**src/rtl/core/lse_pkg.sv**
```systemverilog
// Shared types and constants for the LSB stego extractor core.
// No dependencies; used by every module in rtl/core.
`default_nettype none

package lse_pkg;

  // Framing limits
  localparam int unsigned MAX_EXT_LEN = 16;  // extension bytes incl. the terminator, 2..256
  localparam int unsigned SIZE_BYTES  = 4;   // big-endian size header bytes, 1..4

  localparam int unsigned FLAG_BYTES  = 4;   // LSBI inversion flag bytes

  // embed_mode codes; code 3 behaves as LSB1
  localparam logic [1:0] MODE_LSB1 = 2'd0;
  localparam logic [1:0] MODE_LSB4 = 2'd1;
  localparam logic [1:0] MODE_LSBI = 2'd2;

  localparam logic [7:0] CHAR_DOT = 8'h2E;
  localparam logic [7:0] CHAR_NUL = 8'h00;

  typedef enum logic [1:0] {
    ST_OK       = 2'd0,
    ST_ZERO_LEN = 2'd1,
    ST_NO_DOT   = 2'd2,
    ST_TOO_LONG = 2'd3
  } status_e;

  // one result word
  typedef struct packed {
    logic [31:0] payload_size;
    status_e     status;
    logic        last_of_part;
    logic        is_extension;
    logic [7:0]  out_byte;
  } res_t;

  // bit gatherer state and outcome
  typedef struct packed {
    logic [7:0] acc;
    logic [3:0] bits;
    logic       done;
  } gather_t;

endpackage

`default_nettype wire

```
**src/rtl/core/lsb_stego_extractor_core.sv**
```systemverilog
// Top level of the LSB stego extractor: input stage, mode register, deframer.
// Depends on lse_pkg, lse_bit_gather and lse_deframer.
//
//  channel   | direction | tdata / data                      | tuser                  | tlast
//  ----------+-----------+-----------------------------------+------------------------+-------
//  s_axis    | in        | [7:0] cover_byte                  | [0] start_frame        | -
//  m_axis    | out       | [7:0] out_byte, [39:8] payload_sz | [0] is_ext, [2:1] stat | last
//  cfg       | in        | [1:0] embed_mode                  | -                      | -
//
// One cover word per cycle sustained while m_axis takes results. A word is staged in the input register,
// then processed by the deframer into the result register that drives m_axis. The frame update is a
// single pass of short logic (8-bit shift, 32-bit increment and compare). Reset clears mode,
// frame state and both valid flags. A stalled m_axis holds the result; s_axis keeps taking a
// word while the staged word can still move on.
`default_nettype none

module lsb_stego_extractor_core #(
  parameter int unsigned MAX_EXT_LEN = lse_pkg::MAX_EXT_LEN,  // extension bytes incl. NUL
  parameter int unsigned SIZE_BYTES  = lse_pkg::SIZE_BYTES    // size header bytes
) (
  input  wire logic        clk_i,
  input  wire logic        rst_ni,
  // cover stream
  input  wire logic        s_axis_tvalid,
  output logic             s_axis_tready,
  input  wire logic [7:0]  s_axis_tdata,   // [7:0] cover_byte
  input  wire logic [0:0]  s_axis_tuser,   // [0] start_frame
  // recovered stream
  output logic             m_axis_tvalid,
  input  wire logic        m_axis_tready,
  output logic [39:0]      m_axis_tdata,   // [7:0] out_byte, [39:8] payload_size
  output logic [2:0]       m_axis_tuser,   // [0] is_extension, [2:1] status
  output logic             m_axis_tlast,   // last_of_part
  // mode register write
  input  wire logic        cfg_valid_i,
  output logic             cfg_ready_o,
  input  wire logic [1:0]  cfg_data_i      // [1:0] embed_mode
);

  logic [1:0]    embed_mode_q, embed_mode_d;
  logic          in_valid_q, in_valid_d;
  logic [7:0]    in_cover_q;
  logic          in_start_q;
  logic          advance;      // result register free for the staged word
  logic          s_fire;
  logic          res_valid;
  lse_pkg::res_t res;

  // mode register, always writable
  assign cfg_ready_o  = 1'b1;
  assign embed_mode_d = cfg_valid_i ? cfg_data_i : embed_mode_q;

  // input stage
  assign advance       = ~res_valid | m_axis_tready;
  assign s_axis_tready = ~in_valid_q | advance;
  assign s_fire        = s_axis_tvalid & s_axis_tready;
  assign in_valid_d    = s_fire | (in_valid_q & ~advance);

  always_ff @(posedge clk_i or negedge rst_ni) begin
    if (!rst_ni) begin
      embed_mode_q <= lse_pkg::MODE_LSB1;
      in_valid_q   <= 1'b0;
    end else begin
      embed_mode_q <= embed_mode_d;
      in_valid_q   <= in_valid_d;
    end
  end

  always_ff @(posedge clk_i) begin
    if (s_fire) begin
      in_cover_q <= s_axis_tdata;
      in_start_q <= s_axis_tuser[0];
    end
  end

  lse_deframer #(
    .MAX_EXT_LEN (MAX_EXT_LEN),
    .SIZE_BYTES  (SIZE_BYTES)
  ) u_deframer (
    .clk_i       (clk_i),
    .rst_ni      (rst_ni),
    .mode_i      (embed_mode_q),
    .step_i      (in_valid_q & advance),
    .cover_i     (in_cover_q),
    .start_i     (in_start_q),
    .pop_i       (m_axis_tready),
    .res_valid_o (res_valid),
    .res_o       (res)
  );

  assign m_axis_tvalid = res_valid;
  assign m_axis_tdata  = {res.payload_size, res.out_byte};
  assign m_axis_tuser  = {res.status, res.is_extension};
  assign m_axis_tlast  = res.last_of_part;

endmodule

`default_nettype wire

```
**src/rtl/core/lse_bit_gather.sv**
```systemverilog
// Hidden-bit gatherer: shifts LSB/nibble bits of one cover byte into the accumulator.
// Depends on lse_pkg.
`default_nettype none

module lse_bit_gather (
  input  wire logic [1:0]       mode_i,
  input  wire logic [3:0]       flags_i,
  input  wire logic [7:0]       acc_i,
  input  wire logic [3:0]       bits_i,
  input  wire logic [7:0]       cover_i,
  output lse_pkg::gather_t      gather_o
);

  logic       hid_bit;
  logic [3:0] bits_sum;

  always_comb begin
    hid_bit  = cover_i[0];
    bits_sum = bits_i;
    gather_o = '0;
    if (mode_i == lse_pkg::MODE_LSB4) begin
      gather_o.acc = {acc_i[3:0], cover_i[3:0]};
      bits_sum     = bits_i + 4'd4;
    end else begin
      // LSBI flips the bit by the flag picked by cover bits 2..1
      if (mode_i == lse_pkg::MODE_LSBI) begin
        hid_bit = cover_i[0] ^ flags_i[cover_i[2:1]];
      end
      gather_o.acc = {acc_i[6:0], hid_bit};
      bits_sum     = bits_i + 4'd1;
    end
    gather_o.bits = bits_sum;
    gather_o.done = (bits_sum >= 4'd8);
  end

endmodule

`default_nettype wire

```
**src/rtl/core/lse_deframer.sv**
```systemverilog
// Frame state machine: flags, size header, payload, extension; holds the result register.
// Depends on lse_pkg and lse_bit_gather.
`default_nettype none

module lse_deframer #(
  parameter int unsigned MAX_EXT_LEN = lse_pkg::MAX_EXT_LEN,
  parameter int unsigned SIZE_BYTES  = lse_pkg::SIZE_BYTES
) (
  input  wire logic          clk_i,
  input  wire logic          rst_ni,
  input  wire logic [1:0]    mode_i,
  input  wire logic          step_i,    // process the staged word this cycle
  input  wire logic [7:0]    cover_i,
  input  wire logic          start_i,
  input  wire logic          pop_i,     // result taken downstream
  output logic               res_valid_o,
  output lse_pkg::res_t      res_o
);

  typedef enum logic [2:0] {
    PH_FLAGS   = 3'd0,
    PH_SIZE    = 3'd1,
    PH_PAYLOAD = 3'd2,
    PH_EXT     = 3'd3,
    PH_IDLE    = 3'd4
  } phase_e;

  phase_e        phase_q, phase_d;
  logic [3:0]    flags_q, flags_d;
  logic [7:0]    acc_q, acc_d;
  logic [3:0]    bits_q, bits_d;
  logic [31:0]   size_q, size_d;
  logic [31:0]   cnt_q, cnt_d;
  logic          res_valid_q, res_valid_d;
  lse_pkg::res_t res_q, res_d;

  // frame state as seen by this word (after an optional restart)
  phase_e        ph_e;
  logic [3:0]    flags_e, acc_bits_e;
  logic [7:0]    acc_e;
  logic [31:0]   size_e, cnt_e, cnt_inc;
  logic [7:0]    hb;
  logic          run;
  lse_pkg::gather_t gth;

  always_comb begin
    if (start_i) begin
      ph_e       = PH_FLAGS;
      flags_e    = '0;
      acc_e      = '0;
      acc_bits_e = '0;
      size_e     = '0;
      cnt_e      = '0;
    end else begin
      ph_e       = phase_q;
      flags_e    = flags_q;
      acc_e      = acc_q;
      acc_bits_e = bits_q;
      size_e     = size_q;
      cnt_e      = cnt_q;
    end
  end

  lse_bit_gather u_gather (
    .mode_i   (mode_i),
    .flags_i  (flags_e),
    .acc_i    (acc_e),
    .bits_i   (acc_bits_e),
    .cover_i  (cover_i),
    .gather_o (gth)
  );

  always_comb begin
    phase_d     = phase_q;
    flags_d     = flags_q;
    acc_d       = acc_q;
    bits_d      = bits_q;
    size_d      = size_q;
    cnt_d       = cnt_q;
    res_valid_d = res_valid_q & ~pop_i;
    res_d       = res_q;
    hb          = gth.acc;
    cnt_inc     = cnt_e + 32'd1;
    run         = 1'b0;

    if (step_i) begin
      phase_d     = ph_e;
      flags_d     = flags_e;
      acc_d       = acc_e;
      bits_d      = acc_bits_e;
      size_d      = size_e;
      cnt_d       = cnt_e;
      res_valid_d = 1'b0;

      if (ph_e == PH_FLAGS) begin
        if (mode_i == lse_pkg::MODE_LSBI) begin
          if (cover_i[0]) begin
            flags_d[cnt_e[1:0]] = 1'b1;
          end
          if (cnt_inc >= 32'(lse_pkg::FLAG_BYTES)) begin
            cnt_d   = '0;
            phase_d = PH_SIZE;
          end else begin
            cnt_d = cnt_inc;
          end
        end else begin
          // no flag bytes outside LSBI: this byte already feeds the size
          cnt_d   = '0;
          phase_d = PH_SIZE;
          run     = 1'b1;
        end
      end else if (ph_e == PH_SIZE || ph_e == PH_PAYLOAD || ph_e == PH_EXT) begin
        run = 1'b1;
      end

      if (run) begin
        acc_d  = gth.acc;
        bits_d = gth.bits;
        if (gth.done) begin
          acc_d  = '0;
          bits_d = '0;
          if (phase_d == PH_SIZE) begin
            size_d = {size_e[23:0], hb};
            if (cnt_d + 32'd1 < 32'(SIZE_BYTES)) begin
              cnt_d = cnt_d + 32'd1;
            end else begin
              cnt_d = '0;
              if (size_d == '0) begin
                phase_d     = PH_IDLE;
                res_valid_d = 1'b1;
                res_d       = '{payload_size: size_d, status: lse_pkg::ST_ZERO_LEN,
                                last_of_part: 1'b1, is_extension: 1'b0,
                                out_byte: lse_pkg::CHAR_NUL};
              end else begin
                phase_d = PH_PAYLOAD;
              end
            end
          end else if (phase_d == PH_PAYLOAD) begin
            res_valid_d = 1'b1;
            res_d       = '{payload_size: size_e, status: lse_pkg::ST_OK,
                            last_of_part: 1'b0, is_extension: 1'b0, out_byte: hb};
            if (cnt_inc == size_e) begin
              cnt_d              = '0;
              phase_d            = PH_EXT;
              res_d.last_of_part = 1'b1;
            end else begin
              cnt_d = cnt_inc;
            end
          end else begin
            // extension
            res_valid_d = 1'b1;
            res_d       = '{payload_size: size_e, status: lse_pkg::ST_OK,
                            last_of_part: 1'b1, is_extension: 1'b1, out_byte: hb};
            if (cnt_e == '0 && hb != lse_pkg::CHAR_DOT) begin
              phase_d      = PH_IDLE;
              res_d.status = lse_pkg::ST_NO_DOT;
            end else if (hb == lse_pkg::CHAR_NUL) begin
              phase_d = PH_IDLE;
            end else if (cnt_inc >= 32'(MAX_EXT_LEN)) begin
              phase_d      = PH_IDLE;
              res_d.status = lse_pkg::ST_TOO_LONG;
            end else begin
              cnt_d              = cnt_inc;
              res_d.last_of_part = 1'b0;
            end
          end
        end
      end
    end
  end

  always_ff @(posedge clk_i or negedge rst_ni) begin
    if (!rst_ni) begin
      phase_q     <= PH_FLAGS;
      flags_q     <= '0;
      acc_q       <= '0;
      bits_q      <= '0;
      size_q      <= '0;
      cnt_q       <= '0;
      res_valid_q <= 1'b0;
      res_q       <= '0;
    end else begin
      phase_q     <= phase_d;
      flags_q     <= flags_d;
      acc_q       <= acc_d;
      bits_q      <= bits_d;
      size_q      <= size_d;
      cnt_q       <= cnt_d;
      res_valid_q <= res_valid_d;
      res_q       <= res_d;
    end
  end

  assign res_valid_o = res_valid_q;
  assign res_o       = res_q;

endmodule

`default_nettype wire

```
**config.mk**
```make
export PLATFORM = sky130hd
export DESIGN_NAME = lsb_stego_extractor_core
export DESIGN_NICKNAME = d
export VERILOG_FILES = /design/src/rtl/core/lse_pkg.sv /design/src/rtl/core/lsb_stego_extractor_core.sv /design/src/rtl/core/lse_bit_gather.sv /design/src/rtl/core/lse_deframer.sv
export SDC_FILE = /design/constraint.sdc
export NUM_CORES = 1
export LEC_CHECK = 0
export ABC_CLOCK_PERIOD_IN_PS = 8900
export BUFFER_PORTS_ARGS = -buffer_cell sky130_fd_sc_hd__buf_2
export CAP_MARGIN = 40
export CELL_PAD_IN_SITES_DETAIL_PLACEMENT = 0
export CELL_PAD_IN_SITES_GLOBAL_PLACEMENT = 1
export CORE_AREA = 5 5 150 152
export DETAILED_ROUTE_END_ITERATION = 12
export DIE_AREA = 0 0 155 157
export GPL_TIMING_DRIVEN = 0
export PLACE_DENSITY = 0.78
export SLEW_MARGIN = 20
export SYNTH_ARGS = -nofsm -noshare
export SYNTH_HDL_FRONTEND = slang
export SYNTH_SLANG_ARGS = --single-unit
export TNS_END_PERCENT = 50
```
**constraint.sdc**
```tcl
create_clock -name clk_i -period 8.9 [get_ports clk_i]
set_clock_uncertainty 0.1 [all_clocks]
set_input_delay 2.67 -clock clk_i [delete_from_list [all_inputs] [get_ports clk_i]]
set_output_delay 2.67 -clock clk_i [all_outputs]
set_load 0.05 [all_outputs]
```
### Word level (Yosys, flattened, before mapping)

Index checks and enable logic that the tools add are counted.

| word-level totals | value |
|---|---|
| register bits after elaboration | 135 |
| input port bits | 16 |
| output and inout bits | 47 |

| cells by class | value |
|---|---|
| add/sub/neg operators | 4 |
| order comparisons | 7 |
| equality and inequality tests | 11 |
| multiplexer cells | 70 |
| bitwise operators | 13 |
| reductions and logical operators | 9 |

Operators by type and width:

| cell | count |
|---|---|
| 32-bit two-way mux | 18 |
| 44-bit two-way mux | 3 |
| 32-bit by 1-bit adder with 32-bit output (second input constant) | 2 |
| 32-bit zero test | 2 |
| 3-bit two-way mux | 16 |
| 32-bit equality test | 1 |
| 32-bit by 3-bit greater-or-equal comparator with 1-bit output (second input constant) | 1 |
| 32-bit by 5-bit greater-or-equal comparator with 1-bit output (second input constant) | 1 |
| 32-bit by 3-bit < comparator with 1-bit output (second input constant) | 1 |
| 4-bit two-way mux | 8 |
| 7-bit two-way mux | 3 |
| 1-bit two-way mux | 16 |
| 12-bit two-way mux | 1 |
| 3-bit by 2-bit equality test with 1-bit output (second input constant) | 3 |
| 8-bit zero test | 1 |
| 8-bit two-way mux | 1 |
| 8-bit by 6-bit inequality test with 1-bit output (second input constant) | 1 |
| 3-bit by 1-bit equality test with 1-bit output (second input constant) | 2 |
| 2-bit by 3-bit < comparator with 1-bit output (second input constant) | 2 |
| 5-bit AND reduction | 1 |
| 4-bit by 1-bit adder with 4-bit output (second input constant) | 1 |
| 4-bit by 3-bit adder with 4-bit output (second input constant) | 1 |
| 1-bit AND | 4 |
| 4-bit greater-or-equal comparator (second input constant) | 1 |
| 14 further kinds | 23 |

### Depth between registers and ports, before layout

| logic depth | value |
|---|---|
| depth in word-level cells | 14 |
| mapped depth | 34 |

### Cells and area by module

From an unflattened synthesis, not the netlist that was laid out.

| second synthesis, totals | value |
|---|---|
| cell total of the unflattened synthesis | 1083 |
| area total of the unflattened synthesis | 9459.1 µm² |

Modules (own cells, without submodules):

| module | times used | cells each | area each (µm²) | sequential area each (µm²) |
|---|---|---|---|---|
| lse_deframer | 1 | 1041 | 8834.7 | 3203.1 |
| lsb_stego_extractor_core | 1 | 21 | 422.9 | 345.3 |
| lse_bit_gather | 1 | 21 | 201.4 | 0.0 |

### Worst setup path before layout

OpenSTA, ideal clock, no wires.

| path | value |
|---|---|
| path type | flip-flop to flip-flop |
| from | reg in_start_q |
| to | reg u_deframer.res_q (netlist bit u_deframer.res_o[18]) |
| setup time | 0.127 ns |
| arrival time | 7.169 ns |
| setup slack | 1.504 ns |
| stages on the path, launching flop included | 35 |
| path buffers | 8 |
| cells stage by stage | edfxtp_1 > buf_2 > buf_6 > inv_1 > clkbuf_1 > nand2_1 > inv_1 > ha_1 > buf_2 > and3_1 > clkbuf_1 > nand4_1 > nor2_1 > xor2_1 > or3_1 > or4_1 > clkbuf_1 > nor2_1 > nand3_1 > o21ai_0 > ha_1 > nand2_1 > nor3_1 > nand4_1 > a211o_1 > o311a_1 > or4_1 > a211o_1 > a41oi_1 > and4_1 > a41oi_1 > o21a_1 > buf_2 > buf_6 > mux2_1 |

| on the way | value |
|---|---|
| cells in the longest elaborated chain, start to end | 11 |

Ends and longest elaborated chain:

| element | RTL line | text |
|---|---|---|
| start: declaration | lsb_stego_extractor_core.sv:43 | `logic in_start_q;` |
| start signal: assignment | lsb_stego_extractor_core.sv:72 | `in_start_q <= s_axis_tuser[0];` |
| 32-bit two-way mux | lse_deframer.sv:47 | `if (start_i) begin` |
| 32-bit by 1-bit adder with 32-bit output | lse_deframer.sv:83 | `cnt_inc = cnt_e + 32'd1;` |
| 32-bit by 3-bit greater-or-equal comparator with 1-bit output | lse_deframer.sv:100 | `if (cnt_inc >= 32'(lse_pkg::FLAG_BYTES)) begin` |
| 32-bit two-way mux | lse_deframer.sv:100 |  |
| 32-bit two-way mux | lse_deframer.sv:96 | `if (mode_i == lse_pkg::MODE_LSBI) begin` |
| 32-bit two-way mux | lse_deframer.sv:95 | `if (ph_e == PH_FLAGS) begin` |
| 32-bit two-way mux | lse_deframer.sv:86 | `if (step_i) begin` |
| 32-bit by 1-bit adder with 32-bit output | lse_deframer.sv:124 | `if (cnt_d + 32'd1 < 32'(SIZE_BYTES)) begin` |
| 32-bit by 3-bit < comparator with 1-bit output | lse_deframer.sv:124 |  |
| 2-bit inequality test (no source line) | n/a |  |
| 5-bit AND reduction (no source line) | n/a |  |
| end signal: assignment | lse_deframer.sv:190 | `res_q <= res_d;` |
| end: declaration | lse_deframer.sv:35 | `lse_pkg::res_t res_q, res_d;` |

Several ways; a longest one is shown, not always the timed one. The select of a mux whose other input is x is not followed.
A chain may end at the register's enable or synchronous reset.

### Worst setup path after layout

| path | value |
|---|---|
| from | reg in_start_q |
| to | reg u_deframer.res_q (netlist bit u_deframer.res_o[42]) |

Same word-level chain as after synthesis.

==> key figures <==
Synthesis
  – Primary FF master, synth: dfrtp_1
  – Mean Syn Cell Area: 8.400 um^2
  – Sequential share of the synthesized area: 0.3511
  – Mapped Area: 9693 um^2
  – Yosys warnings: 0
  – Main combinational cell family by area after synthesis: simple AND/OR/NAND/NOR gates
  – FF+latch count, synth: 135
  – Post-synthesis mux area share: 0.05228
  – Area leader, netlist: dfrtp_1
  – Synth unique cells: 85
  – Asr flop ratio synth: 0.9630
  – Top-count cell post-synth: nand2_1
  – Number of flops mapped to enable cells by yosys: 5
  – Post-synthesis adder-cell area fraction: 0.007745
  – Post-Syn Instances: 1,154
  – Top cell type's share of synthesized area: 0.3356
  – Simple-gate area share of the yosys netlist: 0.2815
  – Area contributors post-synth: dfrtp_1 34%, nand2_1 7.0%, a22o_1 4.9%, xnor2_1 3.4%, o21ai_0 3.3%
  – Synth Area in Compound Gates: 0.2043
  – XOR/XNOR Fraction of Synth Area: 0.05112
  – Most common library cells after synthesis: 181 x nand2_1, 130 x dfrtp_1, 82 x nor2_1
  – Syn nets: 1,176

Die
  – Die Ht: 157 um
  – Die width: 155 um
  – Die footprint: 24,340 um^2
  – IO Count: 63
  – Row count: 53
  – Initial Util: 0.4640
  – Core area: 20,890 um^2

Clock network
  – Longest Clk Path Bufs: 2
  – Root Driver: clkbuf_16
  – Clock sink count: 135
  – CTS Buf Count: 17
  – Worst skew pair latency: 0.43 ns
  – CTS Hold Bufs: 0
  – H-tree depth: 4
  – Clock Pin Slew Worst Setup and Hold Paths: 0.07 ns
  – CTS tree: yes

Layout
  – Area of the multi-input gates: 5851 um^2
  – Fillers: 2,015
  – Layout cell share with drive strength beyond 1: 0.1486
  – Net count, final: 1,267
  – Final Instance Area: 11,120 um^2
  – Non-Filler Instances: 1,533
  – Area growth, synth to finish: 14.75%
  – Utilization after layout: 0.5325
  – Number of diodes: 0
  – Reg area: 3403 um^2

Status
  – Outcome: complete, no violations

Job
  – Max Cap Viol: 0

GRT
  – Vias in the first global route: 9,371
  – Global Route Usage Sum: 0.3266
  – Layer with the highest usage: met2
  – M3 GR Usage: 0.05087
  – Grt ovf: 0
  – Largest net degree at the start of global routing: 75
  – GRT met1 Usage: 0.4539
  – Initial antenna violation count: 0
  – M2 GR Usage: 0.5005
  – First-pass GRT wire length: 60.29 mm

Placement
  – Gpl congestion: 1.016
  – Total placed cells including tap cells: 1,494
  – DP HPWL: 29.60 mm
  – Area after DPL: 10,420 um^2
  – Place WS: -1.324 ns
  – Port bufs: 57

Critical path
  – Crit end category: register
  – CP Data Arrival Time: 8.74 ns
  – CP Class: register to register
  – Critical path peak fanout: 10
  – Worst path max stage delay: 0.51 ns
  – Worst setup SP type: register
  – Slowest CP cell: nor4_4
  – Critical Path RT: 9.11 ns

Timing
  – Slew @ Worst Pin: 0.8784 ns
  – Final hold vios: 0
  – Fin crit share: 0.9583
  – Hold Slack: 0.3782 ns
  – FMAX: 117.2 MHz
  – Worst relative slew slack: 0.4132
  – Final setup vio count: 0
  – Worst setup margin: 0.3710 ns
  – TNS Setup: 0 ns
  – Max Transition Viols Final: 0
  – Final min period: 8.529 ns

Drt
  – DRC Markers: 0
  – Routed len/inst: 26.01 um
  – Detailed Routing Iterations Pass 1: 5
  – DR iter-0 viols: 1,021
  – Vias: 9,959
  – Vias/cell: 6.496
  – Post-route ant nets: 0
  – Final Routed Wirelength: 39.87 mm

Power and ir drop
  – Worst VDD drop: 131.9 uV
  – Lkg Pwr: 5.051 nW
  – PD cells: 167.3 nW/um^2
  – Total Power: 1.861 mW

Min path
  – Hold Path Class: register to register
[state kept, by name, summed over array words and instances (netlist names)]
name and flops:
embed_mode_q 2, in_cover_q 4, in_start_q 1, in_valid_q 1, u_deframer.acc_q 7, u_deframer.bits_q 4
u_deframer.cnt_q 32, u_deframer.flags_q 4, u_deframer.phase_q 3, u_deframer.res_o 44, u_deframer.res_valid_o 1, u_deframer.size_q 32
[per-layer routing]
layer,wire length [um],up-vias
met4,2114,0
met5,0,-
met3,3324,132
met2,17680,585
met1,16740,4823
li1,-,4419
[path summary, 6_finish.rpt]
path / from / to / slack (ns) / depth (start not counted)
min in group asynchronous: rst_ni / u_deframer.cnt_q[4]$_DFFE_PN0P_ / 2.12 / 1
setup reg to reg: in_start_q$_DFFE_PP_ / u_deframer.res_o[42]$_DFFE_PN0P_ / 0.37 / 33
max in group asynchronous: rst_ni / u_deframer.size_q[28]$_DFFE_PN0P_ / 5.86 / 2
setup / recovery: in_start_q$_DFFE_PP_ / u_deframer.res_o[42]$_DFFE_PN0P_ / 0.37 / 33
hold / removal: u_deframer.res_o[38]$_DFFE_PN0P_ / u_deframer.res_o[38]$_DFFE_PN0P_ / 0.38 / 1
hold reg to reg: u_deframer.res_o[38]$_DFFE_PN0P_ / u_deframer.res_o[38]$_DFFE_PN0P_ / 0.38 / 1
[repair_timing]
item | 4_1_cts | 5_1_grt
resized for setup | 9 | 7
pin swaps | 3 | 2
endpoints found under the setup margin | 50 | 48
setup buffers | 4 | 3
[power by group]
group,internal (mW),switching [mW]
Sequential,0.653,0.0283
Combinational,0.127,0.326
Clock,0.398,0.330
[cell usage in the layout (no fill, tap or decap), types with 8 or more instances in the layout]
| cell type | instances |
|---|---|
| nor4_1 | 19 |
| o31ai_1 | 11 |
| mux2_2 | 8 |
| a22o_1 | 54 |
| buf_1 | 10 |
| a31o_2 | 9 |
| xor2_1 | 16 |
| and2_1 | 14 |
| clkbuf_16 | 17 |
| o21ai_0 | 63 |
| nor3_1 | 30 |
| buf_2 | 80 |
| buf_4 | 16 |
| mux2_1 | 27 |
| clkbuf_1 | 49 |
| nand4_1 | 33 |
| mux2i_1 | 9 |
| and4_1 | 9 |
| a31oi_1 | 13 |
| a21oi_1 | 42 |
| xnor2_1 | 38 |
| a211oi_1 | 8 |
| nand3_1 | 35 |
| nand2_1 | 181 |
| nor2_1 | 80 |
| nor2b_1 | 24 |
| nand2b_1 | 12 |
| inv_1 | 17 |
| or3_1 | 10 |
| dfrtp_1 | 130 |
| and3_1 | 13 |
[kinds of logic (layout without fill, tap and decap cells)]
logic type	after synthesis	count (layout)
and+or+nand+nor	519	519
xor gates and xnor gates	55	55
DFF	135	135
AOI/OAI and AO/OA	282	282
adders and majority gates	6	6
other	1	1
buffers and inverters	111	215
muxes	45	45
[worst max-delay path: cells and delay by family, from the launching register on]
family | cells | cell delay [ns]
AOI/OAI and AO/OA | 7 | 1.51
and+or+nand+nor | 13 | 3.33
buffers and inverters | 9 | 1.86
adders and majority gates | 2 | 0.44
muxes | 2 | 0.69
DFF | 1 | 0.45
[final cells by class]
cell class                      instances  area share
Buffer                                 92     0.03903
Clock buffer                           18     0.03858
Clock inverter                         14     0.01406
Inverter                               18    0.006412
Multi-Input combinational cell        908      0.5260
Sequential cell                       135      0.3060
Tap cell                              275     0.03093
Timing Repair Buffer                   73     0.03903
Power figures use the tool's default switching activity.
